`src/design/mstps_pkg.sv`:
```
// Shared types and codes for the step temperature profile sequencer.
`timescale 1ns / 1ps

package mstps_pkg;

  localparam int SETTING_W = 18;
  localparam int TARGET_W  = 7;
  localparam int MINUTES_W = 11;
  localparam int TEMP_W    = 11;
  localparam int STEP_W    = 3;
  localparam int FRAC_W    = 4;
  localparam int REGS_MAX  = 4;

  // run modes
  localparam logic [1:0] MODE_OFF  = 2'd0;
  localparam logic [1:0] MODE_HEAT = 2'd1;
  localparam logic [1:0] MODE_HOLD = 2'd2;
  localparam logic [1:0] MODE_COOL = 2'd3;

  // input word kinds
  localparam logic [1:0] KIND_SAMPLE = 2'd0;
  localparam logic [1:0] KIND_START  = 2'd1;
  localparam logic [1:0] KIND_STOP   = 2'd2;

  // end reasons
  localparam logic [1:0] END_NONE   = 2'd0;
  localparam logic [1:0] END_TIME   = 2'd1;
  localparam logic [1:0] END_ERROR  = 2'd2;
  localparam logic [1:0] END_MANUAL = 2'd3;

  // fault codes
  localparam logic [1:0] FAULT_OK        = 2'd0;
  localparam logic [1:0] FAULT_NO_HEATER = 2'd1;
  localparam logic [1:0] FAULT_NO_SENSOR = 2'd2;

  // register indexes (byte address / 4)
  localparam logic [2:0] REG_STEP1   = 3'd0;
  localparam logic [2:0] REG_STEP2   = 3'd1;
  localparam logic [2:0] REG_STEP3   = 3'd2;
  localparam logic [2:0] REG_STEP4   = 3'd3;
  localparam logic [2:0] REG_COOL    = 3'd4;
  localparam logic [2:0] REG_CHILLER = 3'd5;

  localparam logic [6:0] COOL_RESET = 7'd30;

  // result word, last field in the lowest bits
  typedef struct packed {
    logic [1:0]           spare;
    logic [1:0]           error_code;
    logic [1:0]           stop_cause;
    logic [MINUTES_W-1:0] minutes_left;
    logic                 pump_on;
    logic                 valve_open;
    logic                 heater_enable;
    logic [TARGET_W-1:0]  target_degrees;
    logic [STEP_W-1:0]    step_number;
    logic [1:0]           run_mode;
  } result_t;

  // input word payload
  typedef struct packed {
    logic [1:0]        spare;
    logic              sensor_present;
    logic              heater_present;
    logic              minute_tick;
    logic [TEMP_W-1:0] temperature;
  } sample_t;

  function automatic logic [TARGET_W-1:0] setting_target(input logic [SETTING_W-1:0] s);
    setting_target = s[TARGET_W-1:0];
  endfunction

  function automatic logic [MINUTES_W-1:0] setting_minutes(input logic [SETTING_W-1:0] s);
    setting_minutes = s[SETTING_W-1:TARGET_W];
  endfunction

endpackage

```
`src/design/multi_step_temperature_profile_sequencer.sv`:
```
// Step temperature profile sequencer: control registers, sequencing logic, result register.
`timescale 1ns / 1ps

// One result word for every input word. Each word is handled combinationally:
// the update of the run state is a few compares and a decrement between the
// state registers and the result register, so a word is accepted on every
// cycle in which the result register is empty or being drained. Result valid
// is registered and rises in the cycle after accept. Steps above STEP_COUNT
// (and above four) read as empty and end the run. Configuration writes take
// effect on the next word and are meant to be done while the block is idle.
module multi_step_temperature_profile_sequencer
  import mstps_pkg::*;
#(
  parameter int STEP_COUNT = 4
) (
  input  logic        clk,
  input  logic        rst,
  // input stream
  input  logic        s_axis_tvalid,
  output logic        s_axis_tready,
  input  logic [15:0] s_axis_tdata,  // temperature[10:0], minute_tick[11], heater_present[12],
                                     // sensor_present[13], zero[15:14]
  input  logic [1:0]  s_axis_tuser,  // kind[1:0]
  // result stream
  output logic        m_axis_tvalid,
  input  logic        m_axis_tready,
  output logic [31:0] m_axis_tdata,  // run_mode[1:0], step_number[4:2], target_degrees[11:5],
                                     // heater_enable[12], valve_open[13], pump_on[14],
                                     // minutes_left[25:15], stop_cause[27:26],
                                     // error_code[29:28], zero[31:30]
  // configuration
  input  logic        psel,
  input  logic        penable,
  input  logic        pwrite,
  input  logic [4:0]  paddr,
  input  logic [31:0] pwdata,
  output logic [31:0] prdata,
  output logic        pready
);

  localparam int STEP_LIMIT = (STEP_COUNT < REGS_MAX) ? STEP_COUNT : REGS_MAX;

  logic [SETTING_W-1:0] step_setting [REGS_MAX];
  logic [6:0]           cool_done;
  logic                 chiller;

  logic [1:0]           mode_reg, mode_next;
  logic [STEP_W-1:0]    step_reg, step_next, step_adv;
  logic [MINUTES_W-1:0] hold_countdown, hold_next;
  logic [1:0]           reason_reg, reason_next;
  logic [1:0]           fault_reg, fault_next;

  logic                 out_valid;
  result_t              out_word, res;
  sample_t              smp;
  logic                 accept;
  logic [2:0]           reg_idx;
  logic                 cfg_wr;

  logic [SETTING_W-1:0] cur_set, adv_set, new_set;

  // ---------------- configuration ----------------
  assign pready  = 1'b1;
  assign reg_idx = paddr[4:2];
  assign cfg_wr  = psel & penable & pwrite;

  always_ff @(posedge clk) begin
    if (rst) begin
      for (int i = 0; i < REGS_MAX; i++) step_setting[i] <= '0;
      cool_done <= COOL_RESET;
      chiller   <= 1'b1;
    end else if (cfg_wr) begin
      for (int i = 0; i < REGS_MAX; i++) begin
        if (reg_idx == 3'(i)) step_setting[i] <= pwdata[SETTING_W-1:0];
      end
      if (reg_idx == REG_COOL)    cool_done <= pwdata[6:0];
      if (reg_idx == REG_CHILLER) chiller   <= pwdata[0];
    end
  end

  always_comb begin
    prdata = '0;
    case (reg_idx)
      REG_STEP1:   prdata = 32'(step_setting[0]);
      REG_STEP2:   prdata = 32'(step_setting[1]);
      REG_STEP3:   prdata = 32'(step_setting[2]);
      REG_STEP4:   prdata = 32'(step_setting[3]);
      REG_COOL:    prdata = 32'(cool_done);
      REG_CHILLER: prdata = 32'(chiller);
      default:     prdata = '0;
    endcase
  end

  // setting of a step; step 0 and steps past the limit read as empty
  function automatic logic [SETTING_W-1:0] setting_of(
    input logic [STEP_W-1:0] step,
    input logic [SETTING_W-1:0] regs [REGS_MAX]
  );
    logic [STEP_W-1:0] idx;
    idx = step - 3'd1;
    if (step == '0 || 32'(step) > STEP_LIMIT) setting_of = '0;
    else setting_of = regs[idx[1:0]];
  endfunction

  // ---------------- sequencing ----------------
  assign smp      = sample_t'(s_axis_tdata);
  assign s_axis_tready = ~out_valid | m_axis_tready;
  assign accept   = s_axis_tvalid & s_axis_tready;
  assign step_adv = step_reg + 3'd1;
  assign cur_set  = setting_of(step_reg, step_setting);
  assign adv_set  = setting_of(step_adv, step_setting);

  always_comb begin
    mode_next   = mode_reg;
    step_next   = step_reg;
    hold_next   = hold_countdown;
    reason_next = reason_reg;
    fault_next  = fault_reg;
    case (s_axis_tuser)
      KIND_SAMPLE: begin
        case (mode_reg)
          MODE_HEAT: begin
            if (smp.temperature >= {setting_target(cur_set), 4'b0}) begin
              mode_next = MODE_HOLD;
              hold_next = setting_minutes(cur_set);
            end
          end
          MODE_HOLD: begin
            if (smp.minute_tick) begin
              if (hold_countdown <= 11'd1) begin
                step_next = step_adv;
                hold_next = '0;
                if (setting_minutes(adv_set) == '0 || setting_target(adv_set) == '0) begin
                  if (chiller) begin
                    mode_next = MODE_COOL;
                  end else begin
                    mode_next   = MODE_OFF;
                    step_next   = '0;
                    reason_next = END_TIME;
                  end
                end else begin
                  mode_next = MODE_HEAT;
                end
              end else begin
                hold_next = hold_countdown - 11'd1;
              end
            end
          end
          MODE_COOL: begin
            if (smp.temperature <= {cool_done, 4'b0}) begin
              mode_next   = MODE_OFF;
              step_next   = '0;
              hold_next   = '0;
              reason_next = END_TIME;
            end
          end
          default: ;
        endcase
      end
      KIND_START: begin
        if (mode_reg != MODE_OFF) begin
          mode_next   = MODE_OFF;
          step_next   = '0;
          hold_next   = '0;
          reason_next = END_MANUAL;
        end else if (!smp.heater_present) begin
          fault_next  = FAULT_NO_HEATER;
          reason_next = END_ERROR;
        end else if (!smp.sensor_present) begin
          fault_next  = FAULT_NO_SENSOR;
          reason_next = END_ERROR;
        end else begin
          fault_next  = FAULT_OK;
          reason_next = END_NONE;
          mode_next   = MODE_HEAT;
          step_next   = 3'd1;
          hold_next   = '0;
        end
      end
      KIND_STOP: begin
        mode_next   = MODE_OFF;
        step_next   = '0;
        hold_next   = '0;
        reason_next = END_MANUAL;
      end
      default: ;
    endcase
  end

  // result shows the state after the update
  assign new_set = setting_of(step_next, step_setting);

  always_comb begin
    res                = '0;
    res.run_mode       = mode_next;
    res.step_number    = step_next;
    res.target_degrees = setting_target(new_set);
    res.heater_enable  = (mode_next == MODE_HEAT) || (mode_next == MODE_HOLD);
    res.valve_open     = (mode_next == MODE_COOL);
    res.pump_on        = (mode_next != MODE_OFF);
    res.stop_cause     = reason_next;
    res.error_code     = fault_next;
    if (mode_next == MODE_HOLD)      res.minutes_left = hold_next;
    else if (mode_next == MODE_HEAT) res.minutes_left = setting_minutes(new_set);
    else                             res.minutes_left = '0;
  end

  always_ff @(posedge clk) begin
    if (rst) begin
      mode_reg       <= MODE_OFF;
      step_reg       <= '0;
      hold_countdown <= '0;
      reason_reg     <= END_NONE;
      fault_reg      <= FAULT_OK;
      out_valid      <= 1'b0;
    end else begin
      if (accept) begin
        mode_reg       <= mode_next;
        step_reg       <= step_next;
        hold_countdown <= hold_next;
        reason_reg     <= reason_next;
        fault_reg      <= fault_next;
        out_valid      <= 1'b1;
      end else if (m_axis_tready) begin
        out_valid <= 1'b0;
      end
    end
  end

  always_ff @(posedge clk) begin
    if (accept) out_word <= res;
  end

  assign m_axis_tvalid = out_valid;
  assign m_axis_tdata  = 32'(out_word);

endmodule

```
`config.mk`:
```
export PLATFORM = sky130hd
export DESIGN_NAME = multi_step_temperature_profile_sequencer
export DESIGN_NICKNAME = d
export VERILOG_FILES = /design/src/design/mstps_pkg.sv /design/src/design/multi_step_temperature_profile_sequencer.sv
export SDC_FILE = /design/constraint.sdc
export NUM_CORES = 1
export LEC_CHECK = 0
export BUFFER_PORTS_ARGS = -buffer_cell sky130_fd_sc_hd__buf_2
export CAP_MARGIN = 20
export CORE_AREA = 2 2 96 145
export DETAILED_ROUTE_END_ITERATION = 12
export DIE_AREA = 0 0 98 147
export PLACE_DENSITY = 0.95
export SLEW_MARGIN = 20
export SYNTH_ARGS = -nofsm -noshare
export SYNTH_HDL_FRONTEND = slang
export SYNTH_SLANG_ARGS = --single-unit
```
`constraint.sdc`:
```
create_clock -name clk -period 8.5 [get_ports clk]
set_input_delay 1.275 -clock clk [delete_from_list [all_inputs] [get_ports clk]]
set_output_delay 1.275 -clock clk [all_outputs]
set_load 0.005 [all_outputs]
```
=== Yosys cells after proc, flatten, opt, wreduce, memory -nomap -nowiden ===
Index checks and enable logic that the tools add are counted.

* Register bits after elaboration: 131
* Input port bits: 62
* Output and inout bits: 67
* Logic and storage cells: 137

* Add/subtract/negate cells: 5
* Magnitude comparators: 9
* Equal/unequal tests: 13
* Mux-type cells: 60
* Bitwise operators: 8
* Reduce and logical (&&, ||, !) cells: 21

{| class="wikitable"
|+ Operators by type and width
! cell !! number
|-
| $mux 18 || 9
|-
| $bmux 18 s2 || 3
|-
| $pmux 18 s6 || 1
|-
| $mux 11 || 9
|-
| $pmux 11 s3 || 2
|-
| $mux 2 || 20
|-
| $mux 3 || 8
|-
| $pmux 2 s3 || 3
|-
| $logic_not 3->1 || 4
|-
| $reduce_and 2->1 || 6
|-
| $ge 11x11->1 || 1
|-
| $le 11x1->1 const B || 1
|-
| $le 11x11->1 || 1
|-
| $logic_not 11->1 || 1
|-
| $sub 11x1->11 const B || 1
|-
| $eq 2x2->1 const B || 5
|-
| $ge 3x3->1 const B || 3
|-
| $gt 3x3->1 const B || 3
|-
| $not 2->3 || 3
|-
| $pmux 3 s3 || 1
|-
| $logic_not 7->1 || 1
|-
| $eq 2x1->1 const B || 3
|-
| $eq 3x2->1 const B || 2
|-
| $eq 3x3->1 const B || 2
|-
| other kinds (12) || 23
|}

=== Longest topological paths before layout ===
Gate-level depths: netlist of the first run.

* Depth in word-level cells: 22
* Depth in mapped cells: 21
* Mapped depth without buffers: 16

=== Worst setup path after synthesis of the first run ===
OpenSTA, ideal clock, no wires.

* Path kind: flip-flop to flip-flop
* From: register step_reg[0]
* To: register out_word, in the netlist m_axis_tdata[19], data pin
* Setup time: 261 ps
* Arrival time: 4360 ps
* Required time: 8239 ps
* Path slack: 3879 ps
* Cell stages (with the launch flop): 21
* Buffers on the path: 5
* Clock period less this slack: 4621 ps
* Path through: dfxtp_1 > buf_4 > inv_1 > ha_1 > buf_2 > clkbuf_1 > clkbuf_1 > mux4_2 > and2_1 > ha_1 > nand4_1 > a31oi_1 > nor2_1 > a221oi_1 > o21ai_0 > o21ai_0 > ha_1 > inv_1 > and3_4 > buf_6 > a221o_1

{| class="wikitable"
|+ RTL lines
! item !! line !! RTL
|-
| start, declared || multi_step_temperature_profile_sequencer.sv:48 || <nowiki>logic [STEP_W-1:0] step_reg, step_next, step_adv;</nowiki>
|-
| start signal, assigned || multi_step_temperature_profile_sequencer.sv:219 || <nowiki>step_reg <= step_next;</nowiki>
|-
| end signal, assigned || multi_step_temperature_profile_sequencer.sv:231 || <nowiki>if (accept) out_word <= res;</nowiki>
|-
| end, declared || multi_step_temperature_profile_sequencer.sv:54 || <nowiki>result_t out_word, res;</nowiki>
|}

==> results.txt, run 1 <==
----------------------------------------------------
[Logic synthesis]
  Commonest cells in the netlist ... sky130_fd_sc_hd__nand2_1 (191), sky130_fd_sc_hd__a21oi_1 (108), sky130_fd_sc_hd__dfxtp_1 (101)
  Netlist area before placement ... 8040 sq um
  Share of async-settable or async-resettable flops after synthesis ... 0%
  Number of standard cells after synthesis ... 897
  Syn Area/Cell ... 8.96 sq um
  Top FF cell, synth ... sky130_fd_sc_hd__dfxtp_1
  Count of warnings emitted by yosys ... 0
  Fraction of post-synthesis cell area in the top cell type by area ... 25.2%
  Library cell occupying the most area in the post-synthesis netlist ... sky130_fd_sc_hd__dfxtp_1
  Number of synthesized flops with an enable pin ... 30
  Yosys cell types ... 75
  Number of register bits inferred by synthesis ... 131
  Count leader, synth ... sky130_fd_sc_hd__nand2_1
  Ranking of synthesized cells by area ... sky130_fd_sc_hd__dfxtp_1 (25%), sky130_fd_sc_hd__mux4_2 (13%), sky130_fd_sc_hd__edfxtp_1 (11%)
  Seq/Total Area, Yosys ... 36.4%

[Clock tree]
  Clock tree from TritonCTS ... yes
  Count of instances resized after the clock tree is built ... 0
  Quantity of hold-fixing buffers added after cts ... 0
  Clock transition time at the flip-flop clock pins of the worst setup and hold paths ... 0.06 ns
  # H-tree levels ... 4
  Clock tree buffer depth ... 2
  Cell chosen for the clock root ... sky130_fd_sc_hd__clkbuf_16
  Sink Count ... 131
  Setup Fix Bufs, Post-CTS ... 0
  Number of buffers created by CTS ... 17
  Insertion delay of the later-clocked pin in the worst-skew pair ... 0.43 ns

[Finish]
  Reg with most FFs ... step_setting
  Antenna diode instance count ... 0
  Filler Cells Inserted ... 977
  Layout Nets ... 1045
  Post-synthesis to final-layout area growth ... 12.5%
  Final standard cell utilization of the core ... 68.4%
  Sequential Area ... 2920 sq um
  Multi-input gate area in the final layout ... 4710 sq um
  Post-layout instance count excluding filler cells ... 1135
  Max FFs per register ... 72
  Proportion of layout cells with a drive suffix above 1 ... 21.3%

[Drt]
  Remaining number of nets flagged by the antenna check after routing ... 0
  Highest metal used ... met4
  Wirelength, routed ... 24600 microns
  Post-route DRC ... 0
  Vias ... 7854
  Post-detailed-route wirelength per cell ... 21.7 microns
  Met1 WL ... 8190 microns
  Met2 routed WL ... 11800 microns
  Pre-antenna DRT Iters ... 8
  Amount of wire on met3 after detailed routing ... 2890 microns
  Detail-routed via count per cell ... 6.92
  DR iter-0 viols ... 939

[Global route]
  GRT Resource Usage Total ... 34.3%
  Maximum number of pins on one net before global-route repair ... 103
  First-pass GRT wire length ... 39100 microns
  Residual overflow from global routing ... 0
  Number of global-route vias before repair ... 7616
  Antenna violations before repair ... 0

[Placed design]
  Cell count after placement ... 1103
  Count of port buffers added during placement ... 93
  Post-detailed-placement half-perimeter wirelength ... 16800 microns
  Final Wtd Congestion ... 0.963
  Pre-CTS WS ... 3.36 ns

[Timing]
  Final count of hold timing violations ... 0
  Fmax ... 182 MHz
  Pin slew with the least headroom to its limit ... 1.09 ns
  Tcrit/Tclk final ... 64.5%
  Final worst path period need ... 5.49 ns
  Setup repair after global routing missed its margin ... no
  Rel. slew slack ... 27.0%
  Final setup skew ... 0.00941 ns
  Final-layout setup total negative slack ... 0 ns
  Setup slack after layout ... 3.01 ns
  Max-slew violation count ... 0
  Total setup violations reported at the end of the flow ... 0

[Floorplan]
  Core Rows ... 52
  Ports ... 129
  Placeable core area ... 13200 sq um
  Initial Utilization ... 60.8%
  Die area ... 14400 sq um
  Chip Width ... 98 microns
  Die extent in y ... 147 microns

[Setup path]
  Setup crit start kind ... flip-flop
  Reg2Reg Setup Slack ... 3.01 ns
  Worst Setup End Kind ... flip-flop
  Arr. time, crit path ... 5.65 ns
  Required time at the endpoint of the critical path ... 8.67 ns
  Critical-path maximum fanout ... 30
  Category of the critical setup timing path ... reg -> reg

[Run]
  Max capacitance violation total ... 0

[Pwr]
  Static leakage power ... 3.44 nW
  Pwr Density ... 181 nW/um^2
  Maximum VDD drop ... 0.000137 V
  Total power after layout ... 1.63 mW

[Min path]
  Hold WC Path Type ... reg -> reg

[Run status]
  Run status ... finished, final reports clean

----------------------------------------------------
[per-stage QoR]
step                hold WS, ns  instance area, sq um
detailed placement        0.457                  8450
finish                    0.467                  9040
global route              0.483                  9040
floorplan                 0.420                  8090
CTS                       0.469                  9040
global placement          0.433                  8450
[layout by cell type (no fill, tap or decap), drive strengths merged, types with 18 or more instances in the layout]
cell type and count:
nand2 191, a21oi 108, dfxtp 101, buf 98, mux4 48, nor2 47, edfxtp 30, inv 29
o21ai 28, ha 23, clkbuf 18
[layout make-up]
type / instances / share of cell area, %
Sequential cell: 131 / 32.3
Tap cell: 162 / 2.24
Clock buffer: 18 / 4.75
Timing Repair Buffer: 98 / 5.56
Inverter: 29 / 1.23
Clock inverter: 14 / 1.80
Multi-Input combinational cell: 683 / 52.1
[layer usage]
layer	up-vias	global-route usage, %
li1	3388	-
met1	3587	39.6
met2	691	56.2
met3	188	7.75
met4	0	23.9
met5	-	0
[critical path, stage by stage, from the launching register on]
cell                       delay, ns
sky130_fd_sc_hd__dfxtp_1        0.31
sky130_fd_sc_hd__buf_4          0.41
sky130_fd_sc_hd__inv_1          0.15
sky130_fd_sc_hd__ha_1           0.24
sky130_fd_sc_hd__xnor2_1        0.68
sky130_fd_sc_hd__nand2_1        0.13
sky130_fd_sc_hd__ha_1           0.33
sky130_fd_sc_hd__nor2b_1        0.17
sky130_fd_sc_hd__o21ai_0        0.12
sky130_fd_sc_hd__a31oi_1        0.51
sky130_fd_sc_hd__nor2_1         0.17
sky130_fd_sc_hd__a221oi_1       0.29
sky130_fd_sc_hd__o21ai_0        0.20
sky130_fd_sc_hd__o21ai_0        0.21
sky130_fd_sc_hd__ha_1           0.46
sky130_fd_sc_hd__inv_1          0.21
sky130_fd_sc_hd__and3_4         0.27
sky130_fd_sc_hd__a221o_1        0.35
[path summary, 6_finish.rpt]
path,start,endpoint,cells after the start
min,reason_reg[0],reason_reg[0],2
max reg2reg,step_reg[0],m_axis_tdata[17],17
max,step_reg[0],m_axis_tdata[17],17
min reg2reg,reason_reg[0],reason_reg[0],2
[report_power, final]
part	internal, mW	leakage (nW)	switching (mW)	total (mW)
clock network	0.459	0.283	0.287	0.745
logic	0.0781	2.04	0.140	0.218
registers	0.654	1.12	0.0143	0.669
total	1.19	3.44	0.441	1.63
[logic make-up after synthesis]
| group | Yosys count | share of synthesized area (%) |
|---|---|---|
| simple gates | 351 | 20.5 |
| flops | 131 | 36.4 |
| compound gates | 229 | 18.3 |
| buf+inv | 98 | 5.81 |
| mux | 61 | 15.2 |
| xor+xnor | 2 | 0.218 |
| other cells | 2 | 0.0935 |
| fa+ha+maj | 23 | 3.58 |
Note: power is estimated with default switching activity, not from simulation.
==> run 2: changes to the inputs <==
--- a/config.mk
+++ b/config.mk
@@ -7,10 +7,10 @@
 export LEC_CHECK = 0
 export BUFFER_PORTS_ARGS = -buffer_cell sky130_fd_sc_hd__buf_2
 export CAP_MARGIN = 20
-export CORE_AREA = 2 2 96 145
+export CORE_AREA = 2 2 105 158
 export DETAILED_ROUTE_END_ITERATION = 12
-export DIE_AREA = 0 0 98 147
-export PLACE_DENSITY = 0.95
+export DIE_AREA = 0 0 107 160
+export PLACE_DENSITY = 0.87
 export SLEW_MARGIN = 20
 export SYNTH_ARGS = -nofsm -noshare
 export SYNTH_HDL_FRONTEND = slang
==> constraint.sdc (replaced) <==
create_clock -name clk -period 5 [get_ports clk]
set_input_delay 0.75 -clock clk [delete_from_list [all_inputs] [get_ports clk]]
set_output_delay 0.75 -clock clk [all_outputs]
set_load 0.005 [all_outputs]
==> results.txt, run 2 (same netlist as run 1, synthesis figures left out) <==
----------------------------------------------------
[Run status]
  Run status ... finished, final reports clean

[Timing]
  Tcrit/Tclk final ... 94.8%
  Pin slew with the least headroom to its limit ... 0.981 ns
  Max-slew violation count ... 0
  Total setup violations reported at the end of the flow ... 0
  Setup slack after layout ... 0.259 ns
  Final worst path period need ... 4.74 ns
  Rel. slew slack ... 34.4%
  Final-layout setup total negative slack ... 0 ns
  Final count of hold timing violations ... 0
  Worst hold slack across all endpoints ... 0.459 ns
  Setup repair after global routing missed its margin ... no
  Fmax ... 211 MHz
  Final setup skew ... 0.00863 ns

[Pwr]
  Static leakage power ... 3.48 nW
  Total power after layout ... 2.80 mW
  Pwr Density ... 307 nW/um^2
  Maximum VDD drop ... 0.000181 V

[Global route]
  Number of global-route vias before repair ... 7396
  Residual overflow from global routing ... 0
  Antenna violations before repair ... 0
  Maximum number of pins on one net before global-route repair ... 65
  First-pass GRT wire length ... 39600 microns
  GRT Resource Usage Total ... 29.7%

[Finish]
  Reg with most FFs ... step_setting
  Post-synthesis to final-layout area growth ... 13.8%
  Multi-input gate area in the final layout ... 4710 sq um
  Layout Nets ... 1052
  Proportion of layout cells with a drive suffix above 1 ... 21.9%
  Final standard cell utilization of the core ... 57.5%
  Max FFs per register ... 72
  Antenna diode instance count ... 0
  Final instance area ... 9150 sq um
  Filler Cells Inserted ... 1354
  Sequential Area ... 2920 sq um
  Post-layout instance count excluding filler cells ... 1186
  Leading cell type in the layout, fill and taps excluded ... sky130_fd_sc_hd__nand2_1
  Top library cells by usage in the layout, fill and taps aside ... sky130_fd_sc_hd__nand2_1 (191), sky130_fd_sc_hd__a21oi_1 (108), sky130_fd_sc_hd__dfxtp_1 (101), sky130_fd_sc_hd__buf_2 (93), sky130_fd_sc_hd__mux4_2 (48)

[Drt]
  Detail-routed via count per cell ... 6.55
  Remaining number of nets flagged by the antenna check after routing ... 0
  DR iter-0 viols ... 1215
  Post-route DRC ... 0
  Vias ... 7773
  Wirelength, routed ... 25100 microns
  Post-detailed-route wirelength per cell ... 21.2 microns
  Pre-antenna DRT Iters ... 6

[Clock tree]
  Cell chosen for the clock root ... sky130_fd_sc_hd__clkbuf_16
  Clock tree buffer depth ... 2
  Clock transition time at the flip-flop clock pins of the worst setup and hold paths ... 0.06 ns
  Quantity of hold-fixing buffers added after cts ... 0
  Sink Count ... 131
  Setup Fix Bufs, Post-CTS ... 0
  Number of buffers created by CTS ... 17
  Count of instances resized after the clock tree is built ... 0
  Insertion delay of the later-clocked pin in the worst-skew pair ... 0.43 ns
  # H-tree levels ... 4
  Clock tree from TritonCTS ... yes

[Setup path]
  Critical path, cell by cell ... inv_1 -> ha_1 -> buf_4 -> nor4b_1 -> nand3_1 -> nand4_1 -> a21oi_1 -> and2_1 -> a41oi_1 -> ha_1 -> inv_2 -> buf_4 -> mux4_2 -> and2_2
  Critical path depth in cells ... 14
  Worst Setup End Kind ... flip-flop
  Setup crit start kind ... flip-flop
  Crit-path slowest cell ... sky130_fd_sc_hd__ha_1
  Arr. time, crit path ... 4.93 ns
  Delay of the slowest cell on the worst path ... 0.54 ns
  Critical-path maximum fanout ... 17
  CP Buf/Inv Count ... 4
  Required time at the endpoint of the critical path ... 5.19 ns
  Worst path top cell family by delay ... simple AND/OR/NAND/NOR gates
  Category of the critical setup timing path ... reg -> reg
  Reg2reg path depth ... 14

[Floorplan]
  Core Rows ... 57
  Die extent in y ... 160 microns
  Initial Utilization ... 50.5%
  Chip Width ... 107 microns
  Placeable core area ... 15900 sq um
  Die area ... 17100 sq um
  Ports ... 129

[Placed design]
  Cell Area, Placed ... 8550 sq um
  Cell count after placement ... 1154
  Pre-CTS WS ... 0.397 ns
  Post-detailed-placement half-perimeter wirelength ... 17100 microns
  Final Wtd Congestion ... 0.972
  Count of port buffers added during placement ... 93

[Min path]
  Hold WC Path Type ... reg -> reg
  Worst hold path cell count ... 2

[Run]
  Max capacitance violation total ... 0

----------------------------------------------------
run 2: cell types whose count changed in the layout (fill, tap and decap cells not counted), sizes merged:
cell and delta:
buf +7, bufinv -1, clkinv -5, clkinvlp -2, inv +8
run 2: cell type report:
cell class                 instances  area share, %
tap                              206           2.82
timing repair buffer             105           6.07
clock buffer                      18           4.69
sequential                       131           32.0
clock inverter                    14           1.79
inverter                          29           1.22
multi-input combinational        683           51.5
run 2: worst paths after layout:
kind                     start              end  slack (ns)
setup / recovery   step_reg[1]  m_axis_tdata[8]        0.26
hold / removal    fault_reg[1]     fault_reg[1]        0.46
setup reg to reg   step_reg[1]  m_axis_tdata[8]        0.26
hold reg to reg   fault_reg[1]     fault_reg[1]        0.46
run 2: power breakdown:
| group | switching, mW | internal [mW] | leakage (nW) | total, mW |
|---|---|---|---|---|
| clock network | 0.541 | 0.750 | 0.290 | 1.29 |
| logic | 0.238 | 0.138 | 2.07 | 0.376 |
| registers | 0.0245 | 1.11 | 1.12 | 1.14 |
| total | 0.803 | 2.00 | 3.48 | 2.80 |
run 2: routing by layer:
metal | GRT usage, % | share of wire, %
met2 | 49.6 | 49
met3 | 5.63 | 10
met1 | 35.1 | 34
met5 | 0 | 0
met4 | 17.9 | 6.6
run 2: tightest hold or removal path, cell delays in order (launching register included):
cell,delay (ns)
sky130_fd_sc_hd__dfxtp_1,0.31
sky130_fd_sc_hd__nand2_1,0.05
sky130_fd_sc_hd__a21oi_1,0.05
